File: src/rtl/wlw_pkg.sv
// Shared types, constants and escape tables for the weighted line wrapper.
// Used by the output packer and the top level; depends on nothing.
`default_nettype none
package wlw_pkg;

  localparam int LINE_BYTES = 200;
  localparam int TOP_WEIGHT = 20;
  localparam int NUM_SLOTS  = TOP_WEIGHT + 1;
  localparam int LIMIT_MAX  = LINE_BYTES - 2;

  // Line store address and fill count: the fill can reach LINE_BYTES + 1.
  localparam int POS_W = $clog2(LINE_BYTES + 2);

  // Bytes sent per item are capped at 512 (64 results of eight bytes).
  localparam int TOT_W = 10;

  typedef logic [POS_W-1:0] pos_t;

  typedef enum logic [1:0] {
    CMD_CHAR  = 2'd0,
    CMD_HINT  = 2'd1,
    CMD_FLUSH = 2'd2,
    CMD_NONE  = 2'd3
  } cmd_t;

  typedef enum logic [2:0] {
    REG_LIMIT   = 3'd0,
    REG_ESCAPE  = 3'd1,
    REG_NBSP    = 3'd2,
    REG_ENSP    = 3'd3,
    REG_SHY     = 3'd4
  } reg_idx_t;

  typedef enum logic [1:0] {
    ESC_NONE = 2'd0,
    ESC_NBSP = 2'd1,
    ESC_ENSP = 2'd2,
    ESC_SHY  = 2'd3
  } esc_t;

  localparam logic [7:0] CH_NL    = 8'h0A;
  localparam logic [7:0] CH_TAB   = 8'h09;
  localparam logic [7:0] CH_SPACE = 8'h20;
  localparam logic [7:0] CH_COMMA = 8'h2C;
  localparam logic [7:0] CH_SEMI  = 8'h3B;
  localparam logic [7:0] CH_COLON = 8'h3A;
  localparam logic [7:0] CH_DOT   = 8'h2E;

  localparam logic [4:0] W_SPACE    = 5'd3;
  localparam logic [4:0] W_COMMA    = 5'd6;
  localparam logic [4:0] W_SEMI     = 5'd7;
  localparam logic [4:0] W_COLON    = 5'd8;
  localparam logic [4:0] W_DOT      = 5'd9;
  localparam logic [4:0] W_TEXT_ADD = 5'd10;

  // Request from the sequencer to the output packer.
  typedef struct packed {
    logic       push;
    logic       finish;
    logic [7:0] data;
  } pack_req_t;

  typedef struct packed {
    logic can_push;
    logic fin_ok;
  } pack_sts_t;

  // Index of the last character of an escape reference.
  function automatic logic [2:0] esc_last(input esc_t kind);
    logic [2:0] r;
    case (kind)
      ESC_ENSP: r = 3'd7;
      default:  r = 3'd5;
    endcase
    return r;
  endfunction

  // Characters of "&#xA0;", "&#x2002;" and "&#xAD;".
  function automatic logic [7:0] esc_char(input esc_t kind, input logic [2:0] idx);
    logic [7:0] c;
    case (idx)
      3'd0: c = 8'h26;
      3'd1: c = 8'h23;
      3'd2: c = 8'h78;
      3'd3: c = (kind == ESC_ENSP) ? 8'h32 : 8'h41;
      3'd4: c = (kind == ESC_ENSP) ? 8'h30 :
                (kind == ESC_SHY)  ? 8'h44 : 8'h30;
      3'd5: c = (kind == ESC_ENSP) ? 8'h30 : 8'h3B;
      3'd6: c = 8'h32;
      3'd7: c = 8'h3B;
      default: c = 8'h3B;
    endcase
    return c;
  endfunction

endpackage
`default_nettype wire

File: src/rtl/wlw_pack.sv
// Output packer: gathers bytes up to eight to a result and holds the output register.
// Depends on wlw_pkg for the request and status structs.
`default_nettype none
module wlw_pack (
  input  wire logic               clk,
  input  wire logic               rst,
  input  wire wlw_pkg::pack_req_t req,
  output wlw_pkg::pack_sts_t      sts,
  output logic                    out_valid,
  input  wire logic               out_stall,
  output logic [63:0]             out_bytes,
  output logic [3:0]              byte_count,
  output logic                    last
);
  import wlw_pkg::*;

  logic [63:0] acc;
  logic [3:0]  cnt;
  logic        out_free;
  logic        load_mid;
  logic        load_end;

  assign out_free     = !out_valid || !out_stall;
  assign sts.can_push = (cnt != 4'd8) || out_free;
  assign sts.fin_ok   = (cnt == 4'd0) || out_free;
  assign load_mid     = req.push && (cnt == 4'd8) && out_free;
  assign load_end     = req.finish && (cnt != 4'd0) && out_free;

  always_ff @(posedge clk) begin
    if (rst) begin
      out_valid <= 1'b0;
      cnt       <= 4'd0;
    end else begin
      if (load_mid || load_end) begin
        out_valid  <= 1'b1;
        out_bytes  <= acc;
        byte_count <= cnt;
        last       <= load_end;
      end else if (!out_stall) begin
        out_valid <= 1'b0;
      end
      if (load_end) begin
        cnt <= 4'd0;
      end else if (req.push && sts.can_push) begin
        if (cnt == 4'd8) begin
          acc <= {56'd0, req.data};
          cnt <= 4'd1;
        end else if (cnt == 4'd0) begin
          acc <= {56'd0, req.data};
          cnt <= 4'd1;
        end else begin
          acc <= acc | ({56'd0, req.data} << {cnt[2:0], 3'b000});
          cnt <= cnt + 4'd1;
        end
      end
    end
  end

endmodule
`default_nettype wire

File: src/rtl/weighted_line_wrapper.sv
// Top level of the weighted line wrapper: sequencer, line store and break slots.
// Depends on wlw_pkg and instantiates wlw_pack.
`default_nettype none
// The block takes one item at a time and stalls its input until every result of
// that item has gone into the packer. A space or tab passes through the extra
// state S_SPACE for the read of the character before it. A flush or a cut reads
// the line store one byte per cycle while the packer can take bytes, and each
// escape character repeats the character sequence. The line store's single read
// port sets this pace. A break hint is taken in the idle state, and a
// configuration write is always accepted. Results leave through an output
// register, so the next item can start while one waits.
module weighted_line_wrapper (
  input  wire logic        clk,
  input  wire logic        rst,
  input  wire logic        in_valid,
  output logic             in_stall,
  input  wire logic [1:0]  command,
  input  wire logic [7:0]  char_code,
  input  wire logic [4:0]  break_weight,
  input  wire logic        drop_break_char,
  input  wire logic        preformatted,
  input  wire logic        in_attr_value,
  input  wire logic        cfg_valid,
  output logic             cfg_ready,
  input  wire logic [2:0]  cfg_index,
  input  wire logic [7:0]  cfg_data,
  output logic             out_valid,
  input  wire logic        out_stall,
  output logic [63:0]      out_bytes,
  output logic [3:0]       byte_count,
  output logic             last
);
  import wlw_pkg::*;

  typedef enum logic [9:0] {
    S_IDLE   = 10'b0000000001,
    S_CHAR   = 10'b0000000010,
    S_SPACE  = 10'b0000000100,
    S_CHECK  = 10'b0000001000,
    S_EMIT   = 10'b0000010000,
    S_NL     = 10'b0000100000,
    S_MOVE   = 10'b0001000000,
    S_REBASE = 10'b0010000000,
    S_NEXT   = 10'b0100000000,
    S_FIN    = 10'b1000000000
  } state_t;

  typedef enum logic [1:0] {
    POST_FLUSH = 2'd0,
    POST_NOBRK = 2'd1,
    POST_CUT   = 2'd2
  } post_t;

  state_t state;
  post_t  post;

  logic [7:0] line_limit;
  logic       escape_enable;
  logic [4:0] nbsp_code;
  logic [4:0] en_space_code;
  logic [4:0] soft_hyphen_code;

  logic [7:0] line_store [0:LINE_BYTES];
  logic [7:0] rdata;
  logic       mem_we;
  logic       mem_re;
  pos_t       mem_wa;
  pos_t       mem_ra;
  logic [7:0] mem_wd;

  pos_t           fill;
  logic           overflowed;
  logic [4:0]     best;
  logic [NUM_SLOTS-1:0] bvalid;
  logic [NUM_SLOTS-1:0] bdrop;
  pos_t           bpos [NUM_SLOTS];

  logic [7:0] ch;
  esc_t       kind;
  logic [2:0] seq;
  logic       pre;
  logic       attr;
  pos_t       idx;
  pos_t       end_pos;
  pos_t       wa;
  pos_t       saved;
  logic       rd_pend;
  logic [TOT_W-1:0] tot;

  pack_req_t  preq;
  pack_sts_t  psts;

  logic       in_accept;
  esc_t       kind_in;
  logic [7:0] cur_c;
  logic       store_ok;
  logic       is_sp;
  pos_t       lim;
  logic       trig;
  pos_t       cut_pos;
  logic [POS_W:0] sv_sum;
  pos_t       sv;
  logic       can_push_eff;
  logic       consume;
  logic       issue;
  logic       emit_done;
  logic       move_done;
  logic [4:0] sp_w;

  logic       a_en;
  logic [4:0] a_w;
  logic       a_drop;
  pos_t       a_pos;

  logic [NUM_SLOTS-1:0] rb_keep;
  logic [4:0]           rb_best;

  assign cfg_ready = 1'b1;
  assign in_stall  = (state != S_IDLE);
  assign in_accept = in_valid && !in_stall;

  always_ff @(posedge clk) begin
    if (rst) begin
      line_limit       <= 8'd80;
      escape_enable    <= 1'b0;
      nbsp_code        <= 5'd1;
      en_space_code    <= 5'd2;
      soft_hyphen_code <= 5'd7;
    end else if (cfg_valid && cfg_ready) begin
      case (cfg_index)
        REG_LIMIT:  line_limit       <= cfg_data;
        REG_ESCAPE: escape_enable    <= cfg_data[0];
        REG_NBSP:   nbsp_code        <= cfg_data[4:0];
        REG_ENSP:   en_space_code    <= cfg_data[4:0];
        REG_SHY:    soft_hyphen_code <= cfg_data[4:0];
        default: ;
      endcase
    end
  end

  // Line store: one write and one read per cycle, read data registered.
  always_ff @(posedge clk) begin
    if (mem_we) begin
      line_store[mem_wa] <= mem_wd;
    end
  end

  always_ff @(posedge clk) begin
    if (mem_re) begin
      rdata <= line_store[mem_ra];
    end
  end

  always_comb begin
    kind_in = ESC_NONE;
    if (escape_enable && (char_code[7:5] == 3'd0)) begin
      if (char_code[4:0] == nbsp_code) begin
        kind_in = ESC_NBSP;
      end else if (char_code[4:0] == en_space_code) begin
        kind_in = ESC_ENSP;
      end else if (char_code[4:0] == soft_hyphen_code) begin
        kind_in = ESC_SHY;
      end
    end
  end

  assign cur_c    = (kind == ESC_NONE) ? ch : esc_char(kind, seq);
  assign store_ok = (fill <= POS_W'(LINE_BYTES));
  assign is_sp    = !pre && ((cur_c == CH_SPACE) || (cur_c == CH_TAB));

  always_comb begin
    lim = POS_W'(line_limit);
    if (line_limit == 8'd0) begin
      lim = POS_W'(1);
    end else if (POS_W'(line_limit) > POS_W'(LIMIT_MAX)) begin
      lim = POS_W'(LIMIT_MAX);
    end
  end

  assign trig = (fill >= lim) || (overflowed && (best != 5'd0));

  always_comb begin
    cut_pos = (bpos[best] > fill) ? fill : bpos[best];
    sv_sum  = {1'b0, cut_pos} + {{POS_W{1'b0}}, bdrop[best]};
    sv      = (sv_sum > {1'b0, fill}) ? fill : sv_sum[POS_W-1:0];
  end

  // Weight of a space: by the character before it, plus the text bonus if !attr.
  always_comb begin
    sp_w = W_SPACE;
    if (fill > POS_W'(1)) begin
      case (rdata)
        CH_COMMA: sp_w = W_COMMA;
        CH_SEMI:  sp_w = W_SEMI;
        CH_COLON: sp_w = W_COLON;
        CH_DOT:   sp_w = W_DOT;
        default:  sp_w = W_SPACE;
      endcase
      if (!attr) begin
        sp_w = sp_w + W_TEXT_ADD;
      end
    end
  end

  always_comb begin
    a_en   = 1'b0;
    a_w    = break_weight;
    a_drop = drop_break_char;
    if (state == S_SPACE) begin
      a_en   = 1'b1;
      a_w    = sp_w;
      a_drop = 1'b1;
    end else if (in_accept && (command == CMD_HINT)) begin
      a_en = 1'b1;
    end
    if (fill == POS_W'(0)) begin
      a_drop = 1'b0;
    end
    a_pos = a_drop ? (fill - POS_W'(1)) : fill;
  end

  // Rebase: every valid slot past saved survives, the highest becomes the best.
  always_comb begin
    rb_best = 5'd0;
    for (int i = 0; i < NUM_SLOTS; i++) begin
      rb_keep[i] = bvalid[i] && (bpos[i] > saved);
      if (rb_keep[i]) begin
        rb_best = 5'(i);
      end
    end
  end

  assign can_push_eff = tot[TOT_W-1] || psts.can_push;
  assign consume      = rd_pend && can_push_eff;
  assign emit_done    = (idx == end_pos) && !rd_pend;
  assign move_done    = (idx == fill) && !rd_pend;

  always_comb begin
    issue = 1'b0;
    if (state == S_EMIT) begin
      issue = (idx != end_pos) && (!rd_pend || consume);
    end else if (state == S_MOVE) begin
      issue = (idx != fill);
    end
  end

  always_comb begin
    mem_we = 1'b0;
    mem_wa = fill;
    mem_wd = cur_c;
    mem_re = 1'b0;
    mem_ra = idx;
    preq   = '0;
    case (state)
      S_CHAR: begin
        mem_we = store_ok;
        mem_re = store_ok && is_sp && (fill != POS_W'(0));
        mem_ra = fill - POS_W'(1);
      end
      S_EMIT: begin
        mem_re    = issue;
        preq.push = rd_pend && !tot[TOT_W-1];
        preq.data = rdata;
      end
      S_NL: begin
        preq.push = !tot[TOT_W-1];
        preq.data = CH_NL;
      end
      S_MOVE: begin
        mem_re = issue;
        mem_we = rd_pend;
        mem_wa = wa;
        mem_wd = rdata;
      end
      S_FIN: begin
        preq.finish = 1'b1;
      end
      default: ;
    endcase
  end

  always_ff @(posedge clk) begin
    if (rst) begin
      state      <= S_IDLE;
      fill       <= '0;
      overflowed <= 1'b0;
      best       <= 5'd0;
      bvalid     <= NUM_SLOTS'(1);
      bdrop      <= '0;
      rd_pend    <= 1'b0;
      kind       <= ESC_NONE;
      tot        <= '0;
      for (int i = 0; i < NUM_SLOTS; i++) begin
        bpos[i] <= '0;
      end
    end else begin
      if (preq.push && psts.can_push) begin
        tot <= tot + TOT_W'(1);
      end
      if (a_en && (a_w <= 5'(TOP_WEIGHT))) begin
        bpos[a_w]   <= a_pos;
        bvalid[a_w] <= 1'b1;
        bdrop[a_w]  <= a_drop;
        if ((a_w >= best) && (overflowed || (a_pos != POS_W'(0)))) begin
          best <= a_w;
        end
      end
      case (state)
        S_IDLE: begin
          if (in_accept) begin
            tot <= '0;
            case (command)
              CMD_CHAR: begin
                ch    <= char_code;
                kind  <= kind_in;
                seq   <= 3'd0;
                pre   <= preformatted;
                attr  <= in_attr_value;
                state <= S_CHAR;
              end
              CMD_FLUSH: begin
                kind    <= ESC_NONE;
                idx     <= '0;
                end_pos <= fill;
                post    <= POST_FLUSH;
                rd_pend <= 1'b0;
                state   <= S_EMIT;
              end
              default: ;
            endcase
          end
        end
        S_CHAR: begin
          if (!store_ok) begin
            state <= S_NEXT;
          end else begin
            fill <= fill + POS_W'(1);
            if (cur_c == CH_NL) begin
              idx     <= '0;
              end_pos <= fill + POS_W'(1);
              post    <= POST_FLUSH;
              rd_pend <= 1'b0;
              state   <= S_EMIT;
            end else if (is_sp) begin
              state <= S_SPACE;
            end else begin
              state <= S_CHECK;
            end
          end
        end
        S_SPACE: begin
          state <= S_CHECK;
        end
        S_CHECK: begin
          if (!trig) begin
            state <= S_NEXT;
          end else begin
            idx     <= '0;
            rd_pend <= 1'b0;
            state   <= S_EMIT;
            if ((best != 5'd0) && bvalid[best]) begin
              end_pos <= cut_pos;
              saved   <= sv;
              post    <= POST_CUT;
            end else begin
              end_pos <= (fill < lim) ? fill : lim;
              post    <= POST_NOBRK;
            end
          end
        end
        S_EMIT: begin
          if (issue) begin
            idx     <= idx + POS_W'(1);
            rd_pend <= 1'b1;
          end else if (consume) begin
            rd_pend <= 1'b0;
          end
          if (emit_done) begin
            case (post)
              POST_CUT: state <= S_NL;
              POST_NOBRK: begin
                fill       <= '0;
                bvalid     <= '0;
                best       <= 5'd0;
                overflowed <= 1'b1;
                state      <= S_NEXT;
              end
              default: begin
                fill     <= '0;
                bvalid   <= '0;
                best     <= 5'd0;
                bdrop[0] <= 1'b0;
                state    <= S_NEXT;
              end
            endcase
          end
        end
        S_NL: begin
          if (can_push_eff) begin
            if ((saved != POS_W'(0)) && (saved < fill)) begin
              idx     <= saved;
              wa      <= '0;
              rd_pend <= 1'b0;
              state   <= S_MOVE;
            end else begin
              state <= S_REBASE;
            end
          end
        end
        S_MOVE: begin
          if (rd_pend) begin
            wa <= wa + POS_W'(1);
          end
          if (issue) begin
            idx <= idx + POS_W'(1);
          end
          rd_pend <= issue;
          if (move_done) begin
            state <= S_REBASE;
          end
        end
        S_REBASE: begin
          for (int i = 0; i < NUM_SLOTS; i++) begin
            if (rb_keep[i]) begin
              bpos[i] <= bpos[i] - saved;
            end
          end
          bvalid     <= rb_keep;
          best       <= rb_best;
          bdrop[0]   <= 1'b0;
          fill       <= fill - saved;
          overflowed <= 1'b0;
          state      <= S_NEXT;
        end
        S_NEXT: begin
          if ((kind != ESC_NONE) && (seq != esc_last(kind))) begin
            seq   <= seq + 3'd1;
            state <= S_CHAR;
          end else begin
            state <= S_FIN;
          end
        end
        S_FIN: begin
          if (psts.fin_ok) begin
            state <= S_IDLE;
          end
        end
        default: state <= S_IDLE;
      endcase
    end
  end

  wlw_pack u_pack (
    .clk        (clk),
    .rst        (rst),
    .req        (preq),
    .sts        (psts),
    .out_valid  (out_valid),
    .out_stall  (out_stall),
    .out_bytes  (out_bytes),
    .byte_count (byte_count),
    .last       (last)
  );

endmodule
`default_nettype wire

File: config.mk
export PLATFORM = sky130hd
export DESIGN_NAME = weighted_line_wrapper
export DESIGN_NICKNAME = d
export VERILOG_FILES = /design/src/rtl/wlw_pkg.sv /design/src/rtl/wlw_pack.sv /design/src/rtl/weighted_line_wrapper.sv
export SDC_FILE = /design/constraint.sdc
export NUM_CORES = 2
export LEC_CHECK = 0
export BUFFER_PORTS_ARGS = -buffer_cell sky130_fd_sc_hd__buf_2
export CORE_MARGIN = 3
export CORE_UTILIZATION = 63
export DETAILED_ROUTE_END_ITERATION = 10
export PLACE_DENSITY_LB_ADDON = 0.12
export SKIP_LAST_GASP = 1
export SYNTH_ARGS = -nofsm -noshare
export SYNTH_HDL_FRONTEND = slang
export SYNTH_HIERARCHICAL = 1
export SYNTH_SLANG_ARGS = --single-unit
export TNS_END_PERCENT = 30
File: constraint.sdc
create_clock -name clk -period 13.7 [get_ports clk]
set_clock_uncertainty 0.05 [all_clocks]
set_input_delay 2.74 -clock clk [delete_from_list [all_inputs] [get_ports clk]]
set_output_delay 2.74 -clock clk [all_outputs]
set_load 0.005 [all_outputs]
==> flow_metrics.env <==
export IMPL_die_area_um2=160000
export IMPL_setup_tns_final_ps=0
export IMPL_grt_max_degree=202
export IMPL_hp_class="flop to flop"
export IMPL_routedWlPerCell_um=28.4
export IMPL_clk_pin_slew_ps=70
export IMPL_fin_util_pct=69.9
export IMPL_async_flop_share_pct=0
export IMPL_yosys_top_cells_area="edfxtp_1 (63%), nand2_1 (4.1%), ha_1 (2.9%)"
export IMPL_hold_buffers=0
export IMPL_cts_buffer_depth=3
export IMPL_portBuffers=104
export IMPL_cap_viol_max_count=0
export IMPL_syn_avg_cell_area_um2=13.1
export IMPL_drt_first_pass_iters=9
export IMPL_insertion_delay_ps=840
export IMPL_p_leak_nw=37.4
export IMPL_antenna_left=0
export IMPL_die_w_um=400
export IMPL_outcome="completed"
export IMPL_grt_pass1_wl_um=407000
export IMPL_wl_um=277000
export IMPL_ys_ff_latch=2160
export IMPL_groute_usage_overall_pct=34.3
export IMPL_vias=66000
export IMPL_synthToLayoutAreaGrowth_pct=9.42
export IMPL_hold_start="u_pack/acc[30]"
export IMPL_worstPathRequired_ps=14190
export IMPL_fillCellCount=10500
export IMPL_synth_top_area_share_pct=63.0
export IMPL_hold_viol_final=0
export IMPL_setup_viol=0
export IMPL_power_density_nw_per_um2=131
export IMPL_grt_remaining_overflow=0
export IMPL_crit_path_end_kind="flop"
export IMPL_crit_start="best[0]"
export IMPL_gp_congestion=0.949
export IMPL_num_nets_final=7827
export IMPL_initial_utilization_pct=63.9
export IMPL_worstSetupPathType="flop to flop"
export IMPL_mostFrequentLayoutCell="edfxtp_1"
export IMPL_slew_headroom_pct=6.96
export IMPL_clkSinkCount=2160
export IMPL_rows=143
export IMPL_final_max_slew_viol_count=0
export IMPL_fin_crit_ps=7470
export IMPL_synth_area_leader_cell="edfxtp_1"
export IMPL_reg2reg_from="best[0]"
export IMPL_final_cell_mix="edfxtp_1 (2,052), nand2_1 (1,048), nor2_1 (451), a21oi_1 (347), mux2i_1 (259)"
export IMPL_synthFlopType="edfxtp_1"
export IMPL_synth_cells=7476
export IMPL_syn_area_um2=97900
export IMPL_numCtsBuffers=210
export IMPL_drc=0
export IMPL_period_share_pct=54.5
export IMPL_irDropWorstVdd_mv=0.147
export IMPL_worstMarginPinSlew_ps=1400
export IMPL_avgViaCountPerCell=6.76
export IMPL_htreeDepth=4
export IMPL_cts_setup_buffers=0
export IMPL_ys_seq_area_share_pct=65.2
export IMPL_post_cts_resized=0
export IMPL_antenna_found_initial=4
export IMPL_cts_tree="done"
export IMPL_drt_iter0_markers=8223
export IMPL_ys_types=103
export IMPL_yosysWarnings=6
export IMPL_drive_above_1_share_pct=9.55
export IMPL_io_pins=106
export IMPL_cp_max_fo=42
export IMPL_grt_pass1_vias=62600
export IMPL_ctsRootBufferMaster="clkbuf_16"
export IMPL_startpoint_type="flop"
export IMPL_dp_hpwl_um=170000
export IMPL_synth_edf_count=2052
export IMPL_clock_fmax_mhz=134
export IMPL_core_area_um2=153000
export IMPL_rsz0062_at_grt="no"
export IMPL_die_height_um=400
export IMPL_crit_arrival_ps=7960
## per-stage QoR
stage,setup slack (ps),total power [mW],cell area (um^2),hold WS [ps],std cells
2_1_floorplan,1790,8.19,98200,377,7563
3_3_place_gp,6110,8.54,100000,385,9362
3_5_place_dp,6280,8.56,100000,385,9362
4_1_cts,6190,14.0,107000,399,9751
5_1_grt,5640,14.4,107000,403,9751
6_report,6230,14.0,107000,399,9755
## cell usage after synthesis (24+ instances only)
cell type / number
a211o_1: 31
a211oi_1: 176
a21o_1: 109
a21oi_1: 347
a221oi_1: 24
a22o_1: 41
a311oi_1: 85
a31oi_1: 70
a32oi_1: 85
and2_1: 28
and3_1: 165
buf_1: 49
buf_2: 86
clkbuf_1: 267
dfxtp_1: 108
edfxtp_1: 2052
ha_1: 227
inv_1: 151
mux2_2: 25
mux2i_1: 260
mux4_2: 102
nand2_1: 1064
nand2b_1: 35
nand3_1: 250
nand4_1: 58
nor2_1: 456
nor2b_1: 33
nor3_1: 46
nor4_1: 60
o211ai_1: 25
o21ai_0: 172
o21bai_1: 29
o22ai_1: 167
o31ai_1: 24
or3_1: 47
xnor2_1: 120
xor2_1: 64
## sequential cells by signal, summed over array words and instances (netlist names), 5 cells and up
| signal | count |
|---|---|
| bdrop | 21 |
| best | 5 |
| bpos | 256 |
| bvalid | 21 |
| ch | 8 |
| en_space_code | 5 |
| end_pos | 8 |
| fill | 8 |
| idx | 8 |
| line_limit | 8 |
| line_store | 1608 |
| nbsp_code | 5 |
| rdata | 8 |
| saved | 8 |
| soft_hyphen_code | 5 |
| state | 10 |
| tot | 10 |
| u_pack/acc | 64 |
| u_pack/out_bytes | 64 |
| wa | 8 |
## cells by family (layout without fill, tap and decap cells)
logic type               Yosys count  count (layout)  synth area share, %
AND/OR/NAND/NOR                 2330            2330                 10.8
flip-flops                      2160            2160                 65.2
adder cells (fa/ha/maj)          249             249                 3.35
multiplexers                     387             387                 5.29
other                              2              93              0.00767
AO/OA/AOI/OAI                   1560            1560                 11.0
XOR/XNOR                         184             184                 1.65
buffers and inverters            604             762                 2.68
## final timing paths
kind              depth (start not counted)  slack [ps]              endpoint
setup / recovery                         24        6230              saved[4]
hold / removal                            0         400  u_pack/out_bytes[30]
setup reg to reg                         24        6230              saved[4]
hold reg to reg                           0         400  u_pack/out_bytes[30]
## routing by layer
metal | share of wire [%] | global-route usage, % | vias to the layer above
met4 | 4.6 | 14.0 | 4
li1 | - | - | 28700
met2 | 46 | 52.7 | 3829
met3 | 11 | 7.23 | 687
met1 | 39 | 48.0 | 32700
met5 | 0.0094 | 0 | -
## report_power, final
group	internal, mW	total, mW	leakage (nW)	switching [mW]
clock network	3.08	5.56	3.17	2.48
registers	7.24	7.29	19.7	0.0460
logic	0.367	1.17	14.5	0.803
## critical path, stage by stage (launching register included)
cell,delay (ps)
dfxtp_4,880
buf_4,700
mux4_2,640
mux4_2,460
nand2_1,80
nand2_1,140
ha_1,330
a21o_1,110
a21oi_1,70
a21oi_1,130
o21a_1,410
nor2_1,100
a21oi_1,190
ha_1,200
ha_1,290
xor2_1,220
ha_1,290
o21a_1,120
o21a_1,170
o21ai_0,140
nand2b_1,80
a21oi_1,140
o21ai_0,210
a41oi_2,530
mux2_2,410
## layout make-up
type                            instances  area, um^2  area share [%]
Clock buffer                          289        5700            5.32
Clock inverter                        100         870           0.812
Multi-Input combinational cell       4799       32100            30.0
Inverter                              157         589           0.550
Antenna cell                            4        10.0         0.00935
Timing Repair Buffer                  216        1460            1.37
Sequential cell                      2160       63800            59.6
Tap cell                             2030        2540            2.37
Power figures use the tool's default switching activity.
